<file path="src/sv/tc_pkg.sv">
// Shared types and codes for the texture combiner stage.
// No dependencies; imported by every module of the block.
package tc_pkg;

   localparam int ChanWidth = 8;
   localparam int NumChans  = 4;
   localparam int AddrWidth = 5;
   localparam int DataWidth = 32;

   typedef logic [ChanWidth-1:0] chan_type;

   // index 0 red, 1 green, 2 blue, 3 alpha
   typedef chan_type [NumChans-1:0] pix_type;

   localparam int ChanRed   = 0;
   localparam int ChanGreen = 1;
   localparam int ChanBlue  = 2;
   localparam int ChanAlpha = 3;

   localparam chan_type ChanMax = 8'hFF;

   typedef enum logic [1:0] {
      CF_REPLACE  = 2'd0,
      CF_MODULATE = 2'd1,
      CF_SUBTRACT = 2'd2,
      CF_MULADD   = 2'd3
   } combine_type;

   typedef enum logic [1:0] {
      OP_PASS   = 2'd0,
      OP_RED    = 2'd1,
      OP_INVERT = 2'd2
   } operand_type;

   typedef enum logic [2:0] {
      REG_COMBINE_FUNC  = 3'd0,
      REG_DOUBLE_RESULT = 3'd1,
      REG_ALPHA_STAGE   = 3'd2,
      REG_OPERAND_A     = 3'd3,
      REG_OPERAND_B     = 3'd4,
      REG_OPERAND_C     = 3'd5
   } reg_index_type;

   typedef struct packed {
      combine_type combine_func;
      logic        double_result;
      logic        alpha_stage;
      logic [1:0]  operand_a;
      logic [1:0]  operand_b;
      logic [1:0]  operand_c;
   } cfg_type;

endpackage

</file>
<file path="src/sv/tc_csr.sv">
// Configuration registers of the texture combiner stage behind an APB-style port.
// Depends on tc_pkg for the register map and the cfg_type bundle.
module tc_csr (
   input  logic                          clock,
   input  logic                          reset,
   input  logic                          psel,
   input  logic                          penable,
   input  logic                          pwrite,
   input  logic [tc_pkg::AddrWidth-1:0]  paddr,
   input  logic [tc_pkg::DataWidth-1:0]  pwdata,
   output logic [tc_pkg::DataWidth-1:0]  prdata,
   output logic                          pready,
   output tc_pkg::cfg_type               cfg
);
   import tc_pkg::*;

   cfg_type       cfg_ff;
   cfg_type       cfg_in;
   reg_index_type index;
   logic          wr_en;

   assign index  = reg_index_type'(paddr[AddrWidth-1:2]);
   assign wr_en  = psel && penable && pwrite;
   assign pready = 1'b1;
   assign cfg    = cfg_ff;

   always_comb begin
      cfg_in = cfg_ff;
      if (wr_en) begin
         case (index)
            REG_COMBINE_FUNC:  cfg_in.combine_func  = combine_type'(pwdata[1:0]);
            REG_DOUBLE_RESULT: cfg_in.double_result = pwdata[0];
            REG_ALPHA_STAGE:   cfg_in.alpha_stage   = pwdata[0];
            REG_OPERAND_A:     cfg_in.operand_a     = pwdata[1:0];
            REG_OPERAND_B:     cfg_in.operand_b     = pwdata[1:0];
            REG_OPERAND_C:     cfg_in.operand_c     = pwdata[1:0];
            default:           cfg_in = cfg_ff;
         endcase
      end
   end

   always_ff @(posedge clock) begin
      if (reset) begin
         cfg_ff <= '0;
      end else begin
         cfg_ff <= cfg_in;
      end
   end

   always_comb begin
      prdata = '0;
      case (index)
         REG_COMBINE_FUNC:  prdata = {{(DataWidth-2){1'b0}}, cfg_ff.combine_func};
         REG_DOUBLE_RESULT: prdata = {{(DataWidth-1){1'b0}}, cfg_ff.double_result};
         REG_ALPHA_STAGE:   prdata = {{(DataWidth-1){1'b0}}, cfg_ff.alpha_stage};
         REG_OPERAND_A:     prdata = {{(DataWidth-2){1'b0}}, cfg_ff.operand_a};
         REG_OPERAND_B:     prdata = {{(DataWidth-2){1'b0}}, cfg_ff.operand_b};
         REG_OPERAND_C:     prdata = {{(DataWidth-2){1'b0}}, cfg_ff.operand_c};
         default:           prdata = '0;
      endcase
   end

endmodule

</file>
<file path="src/sv/tc_source.sv">
// Source view and operand transform for one combiner input pixel.
// Depends on tc_pkg for pixel types and operand codes.
module tc_source (
   input  tc_pkg::pix_type  src,
   input  logic             alpha_stage,
   input  logic [1:0]       operand,
   output tc_pkg::pix_type  pix
);
   import tc_pkg::*;

   pix_type view;

   always_comb begin
      view = src;
      if (alpha_stage) begin
         view[ChanRed]   = src[ChanAlpha];
         view[ChanGreen] = src[ChanAlpha];
         view[ChanBlue]  = src[ChanAlpha];
      end
      view[ChanAlpha] = ChanMax;
   end

   always_comb begin
      pix = view;
      case (operand_type'(operand))
         OP_RED: begin
            pix[ChanGreen] = view[ChanRed];
            pix[ChanBlue]  = view[ChanRed];
         end
         OP_INVERT: begin
            pix[ChanRed]   = ChanMax - view[ChanRed];
            pix[ChanGreen] = ChanMax - view[ChanGreen];
            pix[ChanBlue]  = ChanMax - view[ChanBlue];
         end
         default: pix = view;
      endcase
   end

endmodule

</file>
<file path="src/sv/tc_combine.sv">
// Per-channel combine function and optional saturating doubling.
// Depends on tc_pkg for pixel types and combine codes.
module tc_combine (
   input  tc_pkg::pix_type      pa,
   input  tc_pkg::pix_type      pb,
   input  tc_pkg::pix_type      pc,
   input  tc_pkg::combine_type  combine_func,
   input  logic                 double_result,
   output tc_pkg::pix_type      result
);
   import tc_pkg::*;

   logic [2*ChanWidth-1:0] prod   [NumChans];
   logic [2*ChanWidth:0]   bias   [NumChans];
   chan_type               quot   [NumChans];
   logic [ChanWidth:0]     mad    [NumChans];
   chan_type               value  [NumChans];

   always_comb begin
      for (int ch = 0; ch < NumChans; ch++) begin
         prod[ch] = {{ChanWidth{1'b0}}, pa[ch]} * {{ChanWidth{1'b0}}, pb[ch]};
         // exact floor(x/255) for a product of two 8-bit values
         bias[ch] = {1'b0, prod[ch]} + {{(ChanWidth+1){1'b0}}, prod[ch][2*ChanWidth-1:ChanWidth]}
                    + {{(2*ChanWidth){1'b0}}, 1'b1};
         quot[ch] = bias[ch][2*ChanWidth-1:ChanWidth];
         mad[ch]  = {1'b0, quot[ch]} + {1'b0, pc[ch]};
         case (combine_func)
            CF_MODULATE: value[ch] = quot[ch];
            CF_SUBTRACT: value[ch] = (pa[ch] > pb[ch]) ? (pa[ch] - pb[ch]) : '0;
            CF_MULADD:   value[ch] = mad[ch][ChanWidth] ? ChanMax : mad[ch][ChanWidth-1:0];
            default:     value[ch] = pa[ch];
         endcase
         if (double_result) begin
            result[ch] = value[ch][ChanWidth-1] ? ChanMax
                                                : {value[ch][ChanWidth-2:0], 1'b0};
         end else begin
            result[ch] = value[ch];
         end
      end
   end

endmodule

</file>
<file path="src/sv/texture_combiner_stage.sv">
// Top level of the texture combiner stage: input register, source and
// combine logic, result register. Depends on tc_pkg, tc_csr, tc_source, tc_combine.
//
// Usage:
//   Input channel: drive the twelve req_* source channels with start high;
//   the pixel transfers at a rising edge where start is high and busy is low.
//   busy is low at all times outside reset, so a pixel may transfer every cycle.
//   Result channel: rsp_strobe is high for exactly one cycle with the combined
//   pixel on rsp_out_*, after the input register and the result register. The
//   receiver cannot stall; every result must be taken in its strobe cycle.
//   Throughput is one pixel per clock; the input register and the result
//   register lie around the combine logic.
//   Configuration: APB-style port, registers at byte address 4*index; write
//   only when no pixel is in flight.
//   Reset (synchronous, active high) clears the configuration and valid registers to zero,
//   not the pixel data registers, and drops any pixel in flight; busy is high while reset is asserted.
module texture_combiner_stage (
   input  logic                          clock,
   input  logic                          reset,
   input  logic                          start,
   output logic                          busy,
   input  logic [7:0]                    req_a_red,
   input  logic [7:0]                    req_a_green,
   input  logic [7:0]                    req_a_blue,
   input  logic [7:0]                    req_a_alpha,
   input  logic [7:0]                    req_b_red,
   input  logic [7:0]                    req_b_green,
   input  logic [7:0]                    req_b_blue,
   input  logic [7:0]                    req_b_alpha,
   input  logic [7:0]                    req_c_red,
   input  logic [7:0]                    req_c_green,
   input  logic [7:0]                    req_c_blue,
   input  logic [7:0]                    req_c_alpha,
   output logic                          rsp_strobe,
   output logic [7:0]                    rsp_out_red,
   output logic [7:0]                    rsp_out_green,
   output logic [7:0]                    rsp_out_blue,
   output logic [7:0]                    rsp_out_alpha,
   input  logic                          psel,
   input  logic                          penable,
   input  logic                          pwrite,
   input  logic [tc_pkg::AddrWidth-1:0]  paddr,
   input  logic [tc_pkg::DataWidth-1:0]  pwdata,
   output logic [tc_pkg::DataWidth-1:0]  prdata,
   output logic                          pready
);
   import tc_pkg::*;

   cfg_type cfg;
   logic    accept;

   logic    in_valid_ff;
   logic    in_valid_in;
   pix_type src_a_ff;
   pix_type src_b_ff;
   pix_type src_c_ff;

   pix_type pa;
   pix_type pb;
   pix_type pc;
   pix_type comb;

   logic    out_valid_ff;
   logic    out_valid_in;
   pix_type out_ff;

   assign busy         = reset;
   assign accept       = start && !busy;
   assign in_valid_in  = accept;
   assign out_valid_in = in_valid_ff;

   tc_csr u_csr (
      .clock   (clock),
      .reset   (reset),
      .psel    (psel),
      .penable (penable),
      .pwrite  (pwrite),
      .paddr   (paddr),
      .pwdata  (pwdata),
      .prdata  (prdata),
      .pready  (pready),
      .cfg     (cfg)
   );

   always_ff @(posedge clock) begin
      if (reset) begin
         in_valid_ff  <= 1'b0;
         out_valid_ff <= 1'b0;
      end else begin
         in_valid_ff  <= in_valid_in;
         out_valid_ff <= out_valid_in;
      end
   end

   always_ff @(posedge clock) begin
      if (accept) begin
         src_a_ff <= {req_a_alpha, req_a_blue, req_a_green, req_a_red};
         src_b_ff <= {req_b_alpha, req_b_blue, req_b_green, req_b_red};
         src_c_ff <= {req_c_alpha, req_c_blue, req_c_green, req_c_red};
      end
      if (in_valid_ff) begin
         out_ff <= comb;
      end
   end

   tc_source u_src_a (
      .src         (src_a_ff),
      .alpha_stage (cfg.alpha_stage),
      .operand     (cfg.operand_a),
      .pix         (pa)
   );

   tc_source u_src_b (
      .src         (src_b_ff),
      .alpha_stage (cfg.alpha_stage),
      .operand     (cfg.operand_b),
      .pix         (pb)
   );

   tc_source u_src_c (
      .src         (src_c_ff),
      .alpha_stage (cfg.alpha_stage),
      .operand     (cfg.operand_c),
      .pix         (pc)
   );

   tc_combine u_combine (
      .pa            (pa),
      .pb            (pb),
      .pc            (pc),
      .combine_func  (cfg.combine_func),
      .double_result (cfg.double_result),
      .result        (comb)
   );

   assign rsp_strobe    = out_valid_ff;
   assign rsp_out_red   = out_ff[ChanRed];
   assign rsp_out_green = out_ff[ChanGreen];
   assign rsp_out_blue  = out_ff[ChanBlue];
   assign rsp_out_alpha = out_ff[ChanAlpha];

   // every transfer yields a strobe after the input and result registers
   a_accept_to_strobe: assert property (@(posedge clock) disable iff (reset)
      accept |=> ##1 rsp_strobe)
      else $error("transfer without result strobe");

   // no strobe without a matching earlier transfer
   a_strobe_has_source: assert property (@(posedge clock) disable iff (reset)
      rsp_strobe |-> $past(accept, 2))
      else $error("result strobe without transfer");

   // alpha of every source is forced to full, so only subtract clears it
   a_alpha_value: assert property (@(posedge clock) disable iff (reset)
      rsp_strobe |-> ((cfg.combine_func == CF_SUBTRACT && rsp_out_alpha == '0) ||
                      (cfg.combine_func != CF_SUBTRACT && rsp_out_alpha == ChanMax)))
      else $error("combined alpha out of range");

endmodule

</file>
<file path="config.mk">
export PLATFORM = sky130hd
export DESIGN_NAME = texture_combiner_stage
export DESIGN_NICKNAME = d
export VERILOG_FILES = /design/src/sv/tc_pkg.sv /design/src/sv/tc_csr.sv /design/src/sv/tc_source.sv /design/src/sv/tc_combine.sv /design/src/sv/texture_combiner_stage.sv
export SDC_FILE = /design/constraint.sdc
export NUM_CORES = 1
export LEC_CHECK = 0
export BUFFER_PORTS_ARGS = -buffer_cell sky130_fd_sc_hd__buf_2
export CORE_MARGIN = 2
export CORE_UTILIZATION = 60
export CTS_CLUSTER_DIAMETER = 60
export CTS_CLUSTER_SIZE = 10
export DETAILED_ROUTE_END_ITERATION = 6
export PLACE_DENSITY = 0.85
export SLEW_MARGIN = 0
export SYNTH_ARGS = -nofsm -noshare
export SYNTH_HDL_FRONTEND = slang
export SYNTH_SLANG_ARGS = --single-unit
</file>
<file path="constraint.sdc">
create_clock -name clock -period 28.9 [get_ports clock]
set_input_delay 4.335 -clock clock [delete_from_list [all_inputs] [get_ports clock]]
set_output_delay 4.335 -clock clock [all_outputs]
set_load 0.05 [all_outputs]
</file>
==> metrics.md <==
| Metric | Value |
|---|---|
| Synth Area per Inst | `between 9 and 10 um^2` |
| Vias in the first global route | `between 10000 and 15000` |
| CTS Buf Count | `17` |
| Gr ovfl total | `0` |
| Part of the power in registers | `0.109` |
| Reg2Reg Depth | `36` |
| Initial Util | `0.608` |
| Setup TNS | `0 ns` |
| Syn-to-layout area delta | `8.34%` |
| Final worst path period need | `between 10 and 15 ns` |
| Die area | `between 0.02 and 0.03 mm^2` |
| GRT Total Usage | `0.312` |
| Post-Syn Instances | `between 1500 and 2000` |
| Detailed Place HPWL | `roughly 36 mm` |
| Top-level I/O count | `206` |
| Share of cells above drive strength 1 | `0.109` |
| Routability cong. | `0.991` |
| Worst Hold Path EP | `u_csr.cfg[4]` |
| Iter 0 DRT Violations | `1360` |
| Largest cells by area after synthesis | `edfxtp_1 (22%), ha_1 (15%), fa_1 (14%)` |
| FP Rows | `between 60 and 70` |
| Via Count | `around 14000` |
| Clk sink count | `134` |
| Core area | `approximately 0.028 mm^2` |
| Leakage | `roughly 0.0085 uW` |
| Largest net degree at the start of global routing | `between 60 and 70` |
| Req. time, crit path | `just under 30 ns` |
| Die X | `172 um` |
| WP data arrival | `around 12 ns` |
| Status | `complete, no violations` |
| CTS H-tree lvls | `4` |
| # port buffers | `142` |
| Max-slew violation count | `0` |
| DR WL/cell | `19.1 um` |
| Clock Skews | `roughly 0.016 ns` |
| Synth Flop Type | `edfxtp_1` |
| Post-synth EDFFs | `roughly 120` |
| Final wirelength | `44.8 mm` |
| Yosys top cell by area | `edfxtp_1` |
| Most frequent cells in the layout | `inv_1 (265), nor2_1 (217), ha_1 (204), buf_2 (142), nand2_1 (139)` |
| HP Class | `reg2reg` |
| Synth Cell Area | `roughly 0.017 mm^2` |
| Final setup vio count | `0` |
| Vias per inst | `approximately 6.0` |
| Comb power frac | `0.787` |
| Initial antenna violation count | `1` |
| Fin nets | `about 2400` |
| Slowest CP cell | `dfxtp_4` |
| Clock Tree Root | `clkbuf_16` |
| Worst skew pair latency | `about 0.44 ns` |
| Max VDD drop | `approximately 0.081 mV` |
| RSZ-0062 raised after global routing | `false` |
| Clock Power Share | `0.105` |
| Synth cell types | `just over 80` |
| Final Power | `2120 uW` |
| Critical R2R Capture | `rsp_out_blue[4]` |
| Synth Register Bits | `134` |
| Worst Path Max Fanout | `41` |
| Postcts setup bufs | `0` |
| Top-area cell type share of the netlist area | `0.218` |
| HP Start | `u_csr.cfg[4]` |
| Switching Share | `0.519` |
| Maximum root-to-sink buffer count | `2` |
| Worst-margin pin slew | `1.08 ns` |
| R2r startpoint | `u_csr.cfg[6]` |
| DRC viols | `0` |
| Number of max-cap violations | `0` |
| Final Hold Vio Count | `0` |
| Startpoint Class | `register` |
| Pwr/cell area | `around 120 mW/mm^2` |
| Ys async rst share | `0` |
| Routed Antenna Nets | `0` |
| Register area share after synthesis | `0.232` |
| Fillers | `approximately 2200` |
| First-pass GRT wire length | `between 70 and 80 mm` |
| Cts hold-fix bufs | `0` |
| Critical Path End Type | `register` |
| Int Pwr | `a little over 1000 uW` |
| Chip Height | `between 150 and 200 um` |
| Hold slack | `0.542 ns` |
| WS Path Type | `reg2reg` |
| Leading cell type in the layout, fill and taps excluded | `inv_1` |
| Worst hold stages | `2` |
| Fmax | `between 80 and 90 MHz` |
| Final Cycle Share | `0.395` |
| Clock-pin slew on the worst setup and hold paths | `0.07 ns` |
| Sw power | `approximately 1100 uW` |
| Worst path max stage delay | `0.78 ns` |
| Syn. warnings | `0` |
| Post-cts gate resize count | `0` |
| Setup slack, reg-to-reg | `17.47 ns` |
| Initial DRT Pass Iterations | `7` |
| Max-slew headroom | `0.272` |
| CTS tree | `yes` |
-- cell families after synthesis --
| family | after synthesis | synth area share |
|---|---|---|
| AO/OA/AOI/OAI | 369 | 0.155 |
| XOR/XNOR | 110 | 0.0588 |
| adder cells (fa/ha/maj) | 319 | 0.288 |
| buffers and inverters | 365 | 0.0908 |
| flip-flops | 134 | 0.232 |
| multiplexers | 89 | 0.0535 |
| other | 2 | 0.000446 |
| AND/OR/NAND/NOR | 471 | 0.122 |
-- sequential cells by signal, summed over array words and instances, names as in the netlist --
signal / count
rsp_out_red: 8
rsp_out_green: 8
src_a_ff: 32
rsp_out_blue: 8
rsp_out_alpha: 2
in_valid_ff: 1
src_b_ff: 32
src_c_ff: 32
rsp_strobe: 1
u_csr.cfg: 10
-- worst max-delay path by stage --
stage,from,end,slack [ns]
detailed placement,u_csr.cfg[6],rsp_out_blue[5],17.74
global placement,u_csr.cfg[6],rsp_out_blue[5],17.84
finish,u_csr.cfg[6],rsp_out_blue[4],17.47
global route,u_csr.cfg[6],rsp_out_blue[4],16.91
floorplan,u_csr.cfg[6],rsp_out_blue[7],18.47
CTS,u_csr.cfg[6],rsp_out_blue[4],17.65
-- cell type report --
| class | count | area, um^2 | area share |
|---|---|---|---|
| inverter | 265 | 995 | 0.0545 |
| sequential | 134 | 3910 | 0.214 |
| clock inverter | 15 | 154 | 0.00844 |
| clock buffer | 17 | 425 | 0.0233 |
| multi-input combinational | 1389 | 11500 | 0.632 |
| tap | 378 | 473 | 0.0259 |
| timing repair buffer | 149 | 763 | 0.0418 |
| antenna | 1 | 2.50 | 0.000137 |
-- metrics by stage --
stage	util	setup slack (ns)	cell area (um^2)	std cells
finish	0.658	17.47	18200	2348
global route	0.658	16.91	18200	2347
CTS	0.658	17.65	18200	2347
detailed placement	0.637	17.74	17700	2315
global placement	0.637	17.84	17700	2315
floorplan	-	18.47	16900	1888
-- power groups by stage --
stage                     combinational [uW]  sequential, uW  clock [uW]
final                                   1660             230         222
after global routing                    1840             231         231
after CTS                               1630             230         223
after detailed placement                1620             234           0
after global placement                  1560             234           0
after floorplan                         1270             242           0
-- metal layers --
layer | GRT usage | wire (um) | up-vias
li1 | - | - | 6496
met5 | 0 | 0 | -
met1 | 0.409 | 18200 | 6784
met2 | 0.514 | 20900 | 744
met4 | 0.121 | 1830 | 0
met3 | 0.0552 | 3810 | 132
-- Yosys cell counts (all sizes together) (8+ instances only) --
cell type    n
inv        265
nor2       217
ha         204
nand2      139
edfxtp     122
fa         114
a21oi      100
mux2i       81
buf         57
xnor2       56
xor2        52
o21ai       46
clkbuf      43
a22o        30
a22oi       26
a21o        24
o21bai      24
nor3        19
a211oi      18
nand3       18
o21a        15
dfxtp       12
nor2b       11
and2        10
nand2b      10
nand4       10
mux2         8
nor4         8
-- worst max-delay path: cells and delay by family (launching register included) --
kind,cells,cell delay (ns)
XOR/XNOR,2,1.01
adder cells (fa/ha/maj),7,3.07
buffers and inverters,5,1.26
multiplexers,1,0.50
flip-flops,1,0.78
AND/OR/NAND/NOR,6,1.04
AO/OA/AOI/OAI,15,3.48
(Power assumes the default switching activity.)
